===== src/design/stc_pkg.sv =====
// Shared types and constants for the strip-to-triangle-list converter.
`timescale 1ns / 1ps

package stc_pkg;

    // Width of an index on the stream ports
    localparam int unsigned DATA_W = 32;

    // Number of indices produced for one request
    localparam logic [1:0] CNT_NONE = 2'd0;
    localparam logic [1:0] CNT_LIST = 2'd1;
    localparam logic [1:0] CNT_TRI  = 2'd3;

    // Result of one accepted request, handed to the output buffer
    typedef struct packed {
        logic [1:0]        count;
        logic [DATA_W-1:0] idx0;
        logic [DATA_W-1:0] idx1;
        logic [DATA_W-1:0] idx2;
    } t_tri;

endpackage


===== src/design/stc_window.sv =====
// Strip history, winding flag and triangle decision for each accepted request.
`timescale 1ns / 1ps

module stc_window #(
    parameter int unsigned INDEX_WIDTH = 32
) (
    input  logic                      i_clk,
    input  logic                      i_rst_n,
    input  logic                      i_accept,
    input  logic                      i_wide,
    input  logic [stc_pkg::DATA_W-1:0] i_index,
    input  logic                      i_seg,
    input  logic                      i_list,
    output stc_pkg::t_tri             o_tri
);

    localparam int unsigned W = INDEX_WIDTH;

    // Two most recent strip indices (older one first) and winding flag
    logic [W-1:0] r_h0, r_h1;
    logic         r_flip;
    logic [W-1:0] n_h0, n_h1;
    logic         n_flip;

    logic [W-1:0] mask;
    logic [W-1:0] idx;
    logic [W-1:0] base_h0, base_h1;
    logic         base_flip;
    logic [W-1:0] a, b;
    logic         restart;
    logic         degen;

    // Mask of the selected index width; restart value is all ones under it
    assign mask = i_wide ? {W{1'b1}} : W'(16'hFFFF);
    assign idx  = i_index[W-1:0] & mask;

    // Segment start clears history before this index
    assign base_h0   = i_seg ? {W{1'b1}} : r_h0;
    assign base_h1   = i_seg ? {W{1'b1}} : r_h1;
    assign base_flip = i_seg ? 1'b0 : r_flip;

    assign a = base_h0 & mask;
    assign b = base_h1 & mask;

    assign restart = (a == mask) || (b == mask) || (idx == mask);
    assign degen   = (a == b) || (a == idx) || (b == idx);

    // Decide the result and the next state
    always_comb begin
        o_tri.count = stc_pkg::CNT_NONE;
        o_tri.idx0  = stc_pkg::DATA_W'(idx);
        o_tri.idx1  = stc_pkg::DATA_W'(a);
        o_tri.idx2  = stc_pkg::DATA_W'(idx);
        n_h0        = base_h0;
        n_h1        = base_h1;
        n_flip      = base_flip;
        if (i_list) begin
            o_tri.count = stc_pkg::CNT_LIST;
        end else begin
            n_h0 = base_h1;
            n_h1 = idx;
            if (restart) begin
                n_flip = 1'b0;
            end else if (!degen) begin
                o_tri.count = stc_pkg::CNT_TRI;
                // Odd triangles swap their first two corners
                o_tri.idx0  = stc_pkg::DATA_W'(base_flip ? b : a);
                o_tri.idx1  = stc_pkg::DATA_W'(base_flip ? a : b);
                n_flip      = !base_flip;
            end
        end
    end

    // Advance state on each accepted request
    always_ff @(posedge i_clk) begin
        if (!i_rst_n) begin
            r_h0   <= {W{1'b1}};
            r_h1   <= {W{1'b1}};
            r_flip <= 1'b0;
        end else if (i_accept) begin
            r_h0   <= n_h0;
            r_h1   <= n_h1;
            r_flip <= n_flip;
        end
    end

`ifndef ASSERT_OFF
    // A produced triangle never repeats a corner
    a_tri_distinct: assert property (@(posedge i_clk) disable iff (!i_rst_n)
        (o_tri.count == stc_pkg::CNT_TRI) |->
            (o_tri.idx0 != o_tri.idx1) && (o_tri.idx0 != o_tri.idx2)
            && (o_tri.idx1 != o_tri.idx2))
        else $error("stc_window: triangle with repeated corner");

    // A triangle never carries the restart value
    a_tri_no_restart: assert property (@(posedge i_clk) disable iff (!i_rst_n)
        (o_tri.count == stc_pkg::CNT_TRI) |->
            (o_tri.idx2[W-1:0] != mask) && (o_tri.idx0[W-1:0] != mask)
            && (o_tri.idx1[W-1:0] != mask))
        else $error("stc_window: triangle holds restart value");

    // A strip restart leaves the winding flag cleared
    a_restart_clears: assert property (@(posedge i_clk) disable iff (!i_rst_n)
        (i_accept && !i_list && restart) |=> !r_flip)
        else $error("stc_window: winding kept across restart");
`endif

endmodule


===== src/design/stc_emit.sv =====
// Buffers a request's up to three indices, sent one per cycle while ready.
`timescale 1ns / 1ps

module stc_emit (
    input  logic                       i_clk,
    input  logic                       i_rst_n,
    input  logic                       i_load,
    input  stc_pkg::t_tri              i_tri,
    output logic                       o_can_load,
    output logic                       m_axis_tvalid,
    input  logic                       m_axis_tready,
    output logic [stc_pkg::DATA_W-1:0] m_axis_tdata,
    output logic                       m_axis_tlast
);

    logic [1:0]                r_cnt;
    logic [stc_pkg::DATA_W-1:0] r_i0, r_i1, r_i2;
    logic                      pop;

    assign pop           = (r_cnt != stc_pkg::CNT_NONE) && m_axis_tready;
    assign o_can_load    = (r_cnt == stc_pkg::CNT_NONE)
                        || ((r_cnt == stc_pkg::CNT_LIST) && m_axis_tready);
    assign m_axis_tvalid = (r_cnt != stc_pkg::CNT_NONE);
    assign m_axis_tlast  = (r_cnt == stc_pkg::CNT_LIST);
    assign m_axis_tdata  = r_i0;

    // Count of indices still to send
    always_ff @(posedge i_clk) begin
        if (!i_rst_n) begin
            r_cnt <= stc_pkg::CNT_NONE;
        end else if (i_load) begin
            r_cnt <= i_tri.count;
        end else if (pop) begin
            r_cnt <= r_cnt - 2'd1;
        end
    end

    // Load a new result or shift the next index forward
    always_ff @(posedge i_clk) begin
        if (i_load) begin
            r_i0 <= i_tri.idx0;
            r_i1 <= i_tri.idx1;
            r_i2 <= i_tri.idx2;
        end else if (pop) begin
            r_i0 <= r_i1;
            r_i1 <= r_i2;
        end
    end

`ifndef ASSERT_OFF
    // A load never overwrites indices that are still to be sent
    a_no_overwrite: assert property (@(posedge i_clk) disable iff (!i_rst_n)
        i_load |-> ((r_cnt == stc_pkg::CNT_NONE)
                 || ((r_cnt == stc_pkg::CNT_LIST) && m_axis_tready)))
        else $error("stc_emit: pending indices overwritten");

    // Only one-index or three-index results are ever buffered
    a_load_count: assert property (@(posedge i_clk) disable iff (!i_rst_n)
        (i_load && (i_tri.count != stc_pkg::CNT_NONE)) |=>
            ((r_cnt == stc_pkg::CNT_LIST) || (r_cnt == stc_pkg::CNT_TRI)))
        else $error("stc_emit: bad result count");

    // A sent last index empties the buffer unless a new result came in
    a_last_empties: assert property (@(posedge i_clk) disable iff (!i_rst_n)
        (pop && m_axis_tlast && !i_load) |=> !m_axis_tvalid)
        else $error("stc_emit: indices after last of run");
`endif

endmodule


===== src/design/strip_to_triangle_list_core.sv =====
// Top level of the triangle-strip to triangle-list converter with restart.
`timescale 1ns / 1ps

// Converts a stream of strip vertex indices, with primitive restart, into a
// triangle list; list indices pass through. Each request is decided in the
// cycle it is accepted and its result appears on the output the next cycle.
// A strip index that completes a triangle yields three indices, sent one per
// cycle while the output is ready from a three-entry result buffer; list and
// other strip requests sustain one per cycle while the output is ready. The
// next request is taken in the same cycle the last buffered index is taken
// downstream. The restart value is all ones at the selected width (16 bits,
// or INDEX_WIDTH when wide_index is set); output indices are zero-extended
// to 32 bits. Write wide_index only while the block is idle.
module strip_to_triangle_list_core #(
    parameter int unsigned INDEX_WIDTH = 32
) (
    input  logic                       i_clk,
    input  logic                       i_rst_n,
    // Configuration: bit 0 = wide_index
    input  logic                       i_cfg_valid,
    output logic                       o_cfg_ready,
    input  logic                       i_cfg_data,
    // Input stream
    input  logic                       s_axis_tvalid,
    output logic                       s_axis_tready,
    input  logic [stc_pkg::DATA_W-1:0] s_axis_tdata,  // [31:0] in_index
    input  logic [1:0]                 s_axis_tuser,  // [0] starts_segment, [1] is_list
    // Output stream
    output logic                       m_axis_tvalid,
    input  logic                       m_axis_tready,
    output logic [stc_pkg::DATA_W-1:0] m_axis_tdata,  // [31:0] out_index
    output logic                       m_axis_tlast   // last_of_run
);

    logic          r_wide;
    logic          accept;
    logic          can_load;
    stc_pkg::t_tri tri_res;

    // Hold the index width select
    assign o_cfg_ready = 1'b1;
    always_ff @(posedge i_clk) begin
        if (!i_rst_n) begin
            r_wide <= 1'b1;
        end else if (i_cfg_valid) begin
            r_wide <= i_cfg_data;
        end
    end

    assign s_axis_tready = can_load;
    assign accept        = s_axis_tvalid && can_load;

    stc_window #(
        .INDEX_WIDTH (INDEX_WIDTH)
    ) u_window (
        .i_clk    (i_clk),
        .i_rst_n  (i_rst_n),
        .i_accept (accept),
        .i_wide   (r_wide),
        .i_index  (s_axis_tdata),
        .i_seg    (s_axis_tuser[0]),
        .i_list   (s_axis_tuser[1]),
        .o_tri    (tri_res)
    );

    stc_emit u_emit (
        .i_clk         (i_clk),
        .i_rst_n       (i_rst_n),
        .i_load        (accept),
        .i_tri         (tri_res),
        .o_can_load    (can_load),
        .m_axis_tvalid (m_axis_tvalid),
        .m_axis_tready (m_axis_tready),
        .m_axis_tdata  (m_axis_tdata),
        .m_axis_tlast  (m_axis_tlast)
    );

endmodule


===== config.mk =====
export PLATFORM = sky130hd
export DESIGN_NAME = strip_to_triangle_list_core
export DESIGN_NICKNAME = d
export VERILOG_FILES = /design/src/design/stc_pkg.sv /design/src/design/stc_window.sv /design/src/design/stc_emit.sv /design/src/design/strip_to_triangle_list_core.sv
export SDC_FILE = /design/constraint.sdc
export NUM_CORES = 1
export LEC_CHECK = 0
export BUFFER_PORTS_ARGS = -buffer_cell sky130_fd_sc_hd__buf_2
export CAP_MARGIN = 20
export CORE_ASPECT_RATIO = 0.75
export CORE_MARGIN = 3
export CORE_UTILIZATION = 55
export DETAILED_ROUTE_END_ITERATION = 12
export MAX_ROUTING_LAYER = met4
export PLACE_DENSITY = 0.81
export SYNTH_ARGS = -nofsm -noshare
export SYNTH_HDL_FRONTEND = slang
export SYNTH_SLANG_ARGS = --single-unit

===== constraint.sdc =====
create_clock -name i_clk -period 6.4 [get_ports i_clk]
set_input_delay 0.96 -clock i_clk [delete_from_list [all_inputs] [get_ports i_clk]]
set_output_delay 0.96 -clock i_clk [all_outputs]
set_load 0.02 [all_outputs]

==> impl_metrics.csv, run 1 <==
group,metric,value,unit
synth,synth.distinct_cells,63,
cts,clock-sinks,164,
sta,finalClockSkew,0.00710,ns
grt,grt_max_degree,69,
power,pwr-share-seq,0.450,
synth,synthCells,1035,
sta,worst_pin_slew,0.900,ns
sta,maxSlewViolCount,0,
floorplanning,die_x,157,um
layout,design_area,0.0102,mm2
synth,synth_most_common_cell,"nand2_1",
cts,clk_pin_slew,0.06,ns
worst_setup_path,r2r_setup_slack,2.65,ns
power,power.density,316,mW/mm2
sta,setup_viol,0,
routing,routed-via-count,8604,
hold_path,hold_end,"u_emit.m_axis_tdata[29]",
grt,grt_pass1_vias,8086,
cts,cts_made_buffers,17,
grt,antenna_found_initial,0,
sta,finalCriticalPeriod,4.31,ns
synth,synth_fp_nets,1077,
cts,insertion_delay,0.43,ns
power,p_clk_frac,0.301,
synth,synth_area_leader_cell,"edfxtp_1",
layout,antenna_cells,0,
sta,rsz0062_at_grt,"no",
synth,synth_area_leaders,"edfxtp_1, dfxtp_1, mux2i_1",
worst_setup_path,rr_endpoint,"u_emit.r_i1[31]",
layout,drive_gt1_frac,0.138,
placed_design,gp_congestion,1.01,
cts,cts-root-buf,"clkbuf_16",
synth,synth_edf_count,96,
worst_setup_path,arrival,4.45,ns
power,power,3.23,mW
placed_design,io_buffers,74,
cts,hold_buffers,0,
sta,fmax,232,MHz
synth,synth_top_area_share,0.305,
power,p_sw_frac,0.335,
cts,post_cts_buffers,0,
synth,seq_area_frac_synth,0.449,
synth,ys_top_cells_by_count,"nand2_1, edfxtp_1, clkbuf_1, o22ai_1, dfxtp_1",
worst_setup_path,crit_type,"input pin to flip-flop",
worst_setup_path,required,6.54,ns
placed_design,hpwl,19000,um
routing,totalWireLength,29600,um
routing,drt-initial-drc-count,1283,
sta,fin_crit_sh,0.673,
power,power_switching,1.08,mW
worst_setup_path,cp-end-kind,"flip-flop",
worst_setup_path,r2r_cells,9,
worst_setup_path,cp-start-kind,"input pin",
worst_setup_path,worstPathMaxFanout,52,
power,power.internal,2.15,mW
cts,cts_tree,"done",
cts,htreeDepth,4,
sta,hold_violations,0,
floorplanning,ioPinCount,76,
cts,ctsResizeCount,0,
cts,clockBufferDepth,2,
routing,drt-wirelength-per-cell,23.9,um
sta,setup-tns-final,0,ns
layout,areaGrowthSynthToFinish,8.20,%
power,power.leakage,3.71,nW
synth,async_flop_share,0,
synth,syn_area_per_cell,9.12,um2
placed_design,placed_area,0.00963,mm2
synth,synth_seq_cells,164,
synth,syn_area,0.00944,mm2
sta,slew_headroom,0.400,
synth,yosysWarnings,0,
power,vdd_ir_drop_max,0.208,mV
synth,ys.flop_type,"edfxtp_1",
grt,grt_util_all_layers,0.328,
job,drv_cap,0,
sta,fin_hold_ws,0.536,ns
grt,grt_first_pass_wirelength,46400,um
routing,drc,0,
worst_setup_path,worstReg2RegStart,"r_wide",
floorplanning,rows,40,
floorplanning,die-area,0.0188,mm2
routing,ant_nets,0,
hold_path,min_path_type,"flip-flop to flip-flop",
routing,vias_per_cell,6.95,
hold_path,holdPathStages,2,
grt,grt_overflow,0,
floorplanning,start_util,0.575,
hold_path,hold_start,"u_emit.r_i1[29]",
floorplanning,core-area,0.0164,mm2
floorplanning,die_h,119,um
layout,final_nets,1057,
power,p_comb_frac,0.249,
routing,first_pass_iters,6,
worst_setup_path,setup.worst_path.start,"s_axis_tuser[0]",
status,outcome,"finished clean",
## how the worst max path moves through the flow
stage / endpoint / slack [ns] / depth (start not counted)
detailed placement: u_emit.m_axis_tdata[17] / 1.80 / 10
CTS: u_emit.m_axis_tdata[28] / 2.17 / 10
finish: u_emit.r_i1[31] / 2.09 / 11
floorplan: u_emit.r_i1[16] / 3.11 / 11
global route: u_emit.m_axis_tdata[18] / 1.88 / 11
global placement: u_emit.r_i1[21] / 1.89 / 11
## cell families after synthesis
family / Yosys count / synth area share
and+or+nand+nor: 357 / 0.190
DFF: 164 / 0.449
buffers and inverters: 156 / 0.0706
AOI/OAI and AO/OA: 259 / 0.191
xor gates and xnor gates: 44 / 0.0408
other: 1 / 0.000397
adders and majority gates: 2 / 0.00265
muxes: 52 / 0.0553
## worst max-delay path, cell delays in order
cell and delay [ns]:
buf_2 0.51, buf_4 0.59, o21ai_0 0.14, a211oi_1 0.30
o22ai_1 0.12, nor4_1 0.48, a21oi_2 0.15, and3_1 0.20
buf_4 0.26, nand2_1 0.52, a221oi_1 0.17
## sequential cells by signal (all words and copies together), names as in the netlist
name                 cells
u_window.r_flip          1
u_window.r_h0           32
u_emit.m_axis_tdata     32
u_emit.r_i2             32
u_window.r_h1           32
u_emit.r_i1             32
u_emit.r_cnt             2
r_wide                   1
## power groups by stage
stage / clock (mW) / combinational [mW] / sequential, mW
global placement: 0 / 0.762 / 1.46
detailed placement: 0 / 0.785 / 1.47
floorplan: 0 / 0.515 / 1.49
CTS: 0.977 / 0.792 / 1.45
finish: 0.972 / 0.804 / 1.46
global route: 1.02 / 0.872 / 1.47
## cells in the final DEF (no fill, tap or decap), types with 6 or more instances in the layout
master	Yosys	layout
a211oi_1	31	31
a21oi_1	18	17
a221oi_1	6	6
a31oi_1	18	18
and2_1	13	13
and4_1	9	9
buf_2	19	74
buf_4	7	14
clkbuf_16	0	17
dfxtp_1	68	67
edfxtp_1	96	96
inv_1	27	25
mux2i_1	51	51
nand2_1	121	120
nand2b_1	26	26
nand3_1	34	34
nand4_1	26	26
nor2_1	47	46
nor2b_1	25	25
nor3_1	16	16
nor4_1	23	23
o2111ai_1	7	7
o211ai_1	17	17
o21a_1	6	6
o21ai_0	36	36
o22ai_1	75	75
xnor2_1	16	16
xor2_1	28	28
## final cells by class
cell class	count	area, um2
fillers	1369	6200
multi-input cells	715	4550
flip-flops and latches	164	4250
repair buffers	89	503
clock buffers	21	480
well taps	210	263
inverters	28	105
clock inverters	11	75.1
## per-stage QoR
stage	instances	utilization	setup WS [ns]
floorplan	1035	-	3.11
global placement	1205	0.587	1.89
detailed placement	1205	0.587	1.80
finish	1238	0.622	2.09
CTS	1237	0.621	2.17
global route	1238	0.622	1.88
## per-layer routing
layer | global-route usage | routed length (um) | vias up
li1 | - | - | 3800
met1 | 0.488 | 12700 | 4079
met2 | 0.426 | 12100 | 659
met3 | 0.112 | 4290 | 66
met4 | 0.0824 | 514 | 0
met5 | - | 0 | -
(Power assumes the default switching activity.)
==> inputs of run 2 (changes only) <==
--- a/config.mk
+++ b/config.mk
@@ -5,6 +5,7 @@
 export SDC_FILE = /design/constraint.sdc
 export NUM_CORES = 1
 export LEC_CHECK = 0
+export ABC_AREA = 1
 export BUFFER_PORTS_ARGS = -buffer_cell sky130_fd_sc_hd__buf_2
 export CAP_MARGIN = 20
 export CORE_ASPECT_RATIO = 0.75
@@ -12,7 +13,7 @@
 export CORE_UTILIZATION = 55
 export DETAILED_ROUTE_END_ITERATION = 12
 export MAX_ROUTING_LAYER = met4
-export PLACE_DENSITY = 0.81
+export PLACE_DENSITY = 0.84
 export SYNTH_ARGS = -nofsm -noshare
 export SYNTH_HDL_FRONTEND = slang
 export SYNTH_SLANG_ARGS = --single-unit
==> constraint.sdc (replaced) <==
create_clock -name i_clk -period 3.9 [get_ports i_clk]
set_input_delay 0.585 -clock i_clk [delete_from_list [all_inputs] [get_ports i_clk]]
set_output_delay 0.585 -clock i_clk [all_outputs]
set_load 0.02 [all_outputs]
==> run 2 against run 1 <==
Area after synthesis up 15%. First-iteration DRC count up 27%. Sequential share of layout area down 6.0 points. Cell count up 56%. Synthesized cell count up 59%. Final area up 17%. Hold slack worse by 0.16 ns. Non-clock buffer count up 9. Total power rose to 2.7 times the previous value. Register-to-register slack worse by 1.8 ns. Via count up 32%. Setup slack worse by 1.3 ns. Critical path type is now flip-flop to flip-flop. Critical endpoint is now u_emit.r_i1[13].
==> impl_metrics.csv, run 2 <==
group,metric,value,unit
synth,synth_most_common_cell,"nand2_1",
sta,setup-tns-final,0,ns
worst_setup_path,worstPathMaxFanout,25,
synth,synth_area_leaders,"edfxtp_1, nand2_1, dfxtp_1",
layout,final_nets,1714,
sta,setup_viol,0,
power,power,8.56,mW
grt,grt_first_pass_wirelength,51500,um
grt,antenna_found_initial,1,
worst_setup_path,cp-end-kind,"flip-flop",
grt,grt_util_all_layers,0.304,
job,drv_cap,0,
layout,areaGrowthSynthToFinish,9.89,%
cts,htreeDepth,4,
floorplanning,die-area,0.0215,mm2
grt,grt_pass1_vias,10300,
routing,vias_per_cell,5.88,
cts,clock-sinks,164,
floorplanning,ioPinCount,76,
cts,clockBufferDepth,2,
synth,ys.flop_type,"edfxtp_1",
layout,final_common_cell,"nand2_1",
floorplanning,start_util,0.574,
cts,post_cts_buffers,0,
routing,first_pass_iters,7,
placed_design,placed_area,0.0113,mm2
floorplanning,die_h,128,um
cts,hold_buffers,0,
hold_path,min_path_type,"input pin to flip-flop",
layout,antenna_cells,0,
synth,seq_area_frac_synth,0.391,
synth,syn_area_per_cell,6.59,um2
status,outcome,"finished clean",
power,power.leakage,5.50,nW
placed_design,io_buffers,74,
synth,synth_seq_cells,164,
synth,syn_area,0.0109,mm2
worst_setup_path,required,4.09,ns
routing,ant_nets,0,
sta,fin_crit_sh,0.786,
grt,grt_overflow,0,
synth,synth_area_leader_cell,"edfxtp_1",
synth,ys_top_cells_by_count,"nand2_1, inv_1, nand3_1, nor2_1, o21ai_0",
routing,totalWireLength,32100,um
routing,drc,0,
worst_setup_path,arrival,3.26,ns
floorplanning,rows,43,
routing,drt-wirelength-per-cell,16.6,um
synth,synth_top_area_share,0.265,
cts,cts_made_buffers,17,
layout,drive_gt1_frac,0.123,
cts,insertion_delay,0.45,ns
sta,finalCriticalPeriod,3.07,ns
routing,drt-initial-drc-count,1635,
synth,synth_edf_count,96,
placed_design,hpwl,20300,um
sta,maxSlewViolCount,0,
sta,worst_pin_slew,1.04,ns
synth,yosysWarnings,0,
worst_setup_path,cp-start-kind,"flip-flop",
synth,synth_fp_nets,1691,
floorplanning,core-area,0.0189,mm2
layout,design_area,0.0119,mm2
power,power.density,717,mW/mm2
worst_setup_path,crit_type,"flip-flop to flip-flop",
cts,cts-root-buf,"clkbuf_16",
sta,rsz0062_at_grt,"no",
sta,slew_headroom,0.305,
power,vdd_ir_drop_max,1.39,mV
synth,synthCells,1649,
grt,grt_max_degree,112,
routing,routed-via-count,11400,
floorplanning,die_x,168,um
cts,ctsResizeCount,0,
sta,fmax,326,MHz
cts,cts_tree,"done",
layout,fin_util,0.631,
layout,nFillCells,1691,
cts,clk_pin_slew,0.07,ns
sta,finalClockSkew,0.0127,ns
placed_design,gp_congestion,1.04,
layout,layout_common_cells,"nand2_1, inv_1, nand3_1",
synth,async_flop_share,0,
sta,hold_violations,0,
synth,synth.distinct_cells,31,
==> run 2: through the flow <==
stage | cells | setup slack (ns) | hold slack (ns)
after CTS | 1932 | 0.960 | 0.371
final | 1932 | 0.833 | 0.381
after global placement | 1900 | 0.610 | 0.452
after detailed placement | 1900 | 0.572 | 0.462
after global routing | 1932 | 0.702 | 0.361
after floorplan | 1649 | 0.980 | 0.443
==> run 2: routing by layer <==
layer	vias to the layer above	GRT usage	share of wire
met5	-	-	0
met3	67	0.0629	0.13
met2	704	0.431	0.41
li1	5396	-	-
met1	5185	0.436	0.44
met4	0	0.0976	0.020
==> run 2: critical path: stages, from the launching register on <==
cell,delay [ns]
dfxtp_1,0.36
buf_4,0.37
nand2_1,0.16
inv_1,0.20
nand2_1,0.08
nand2_1,0.09
nor2_1,0.06
nand2_1,0.06
nor2_1,0.05
nand3_1,0.12
nand2_1,0.07
nor2_1,0.15
nand2_2,0.10
nor2_4,0.40
buf_12,0.24
nand2_1,0.06
nand3_1,0.14
nand2_1,0.07
==> run 2: worst paths after layout <==
path / start / endpoint / slack, ns / cells past startpoint
worst min register to register: u_emit.r_cnt[1] / u_emit.r_cnt[1] / 0.47 / 2
worst min-delay path: i_cfg_valid / r_wide / 0.38 / 2
worst max register to register: r_wide / u_emit.r_i1[13] / 0.83 / 17
worst max-delay path: r_wide / u_emit.r_i1[13] / 0.83 / 17
==> run 2: area by class of cell <==
type,instances,area (um2),area share
sequential,164,4240,0.355
inverter,133,504,0.0422
multi-input combinational,1258,5690,0.476
clock buffer,21,460,0.0386
clock inverter,11,149,0.0125
timing repair buffer,98,588,0.0492
tap,247,309,0.0259
==> run 2: kinds of logic (layout without fill, tap and decap cells) <==
kind of cell | Yosys count | after routing | synth area share
AND/OR/NAND/NOR | 1050 | 1050 | 0.406
XOR/XNOR | 5 | 5 | 0.00403
flip-flops | 164 | 164 | 0.391
buffers and inverters | 227 | 263 | 0.0882
other | 1 | 1 | 0.000345
AO/OA/AOI/OAI | 200 | 200 | 0.109
adder cells (fa/ha/maj) | 2 | 2 | 0.00230
==> run 2: power by group <==
group | switching [mW] | internal, mW | leakage, nW
registers | 0.291 | 2.72 | 1.49
clock network | 0.740 | 1.05 | 0.290
logic | 2.63 | 1.14 | 3.72
total | 3.66 | 4.91 | 5.50
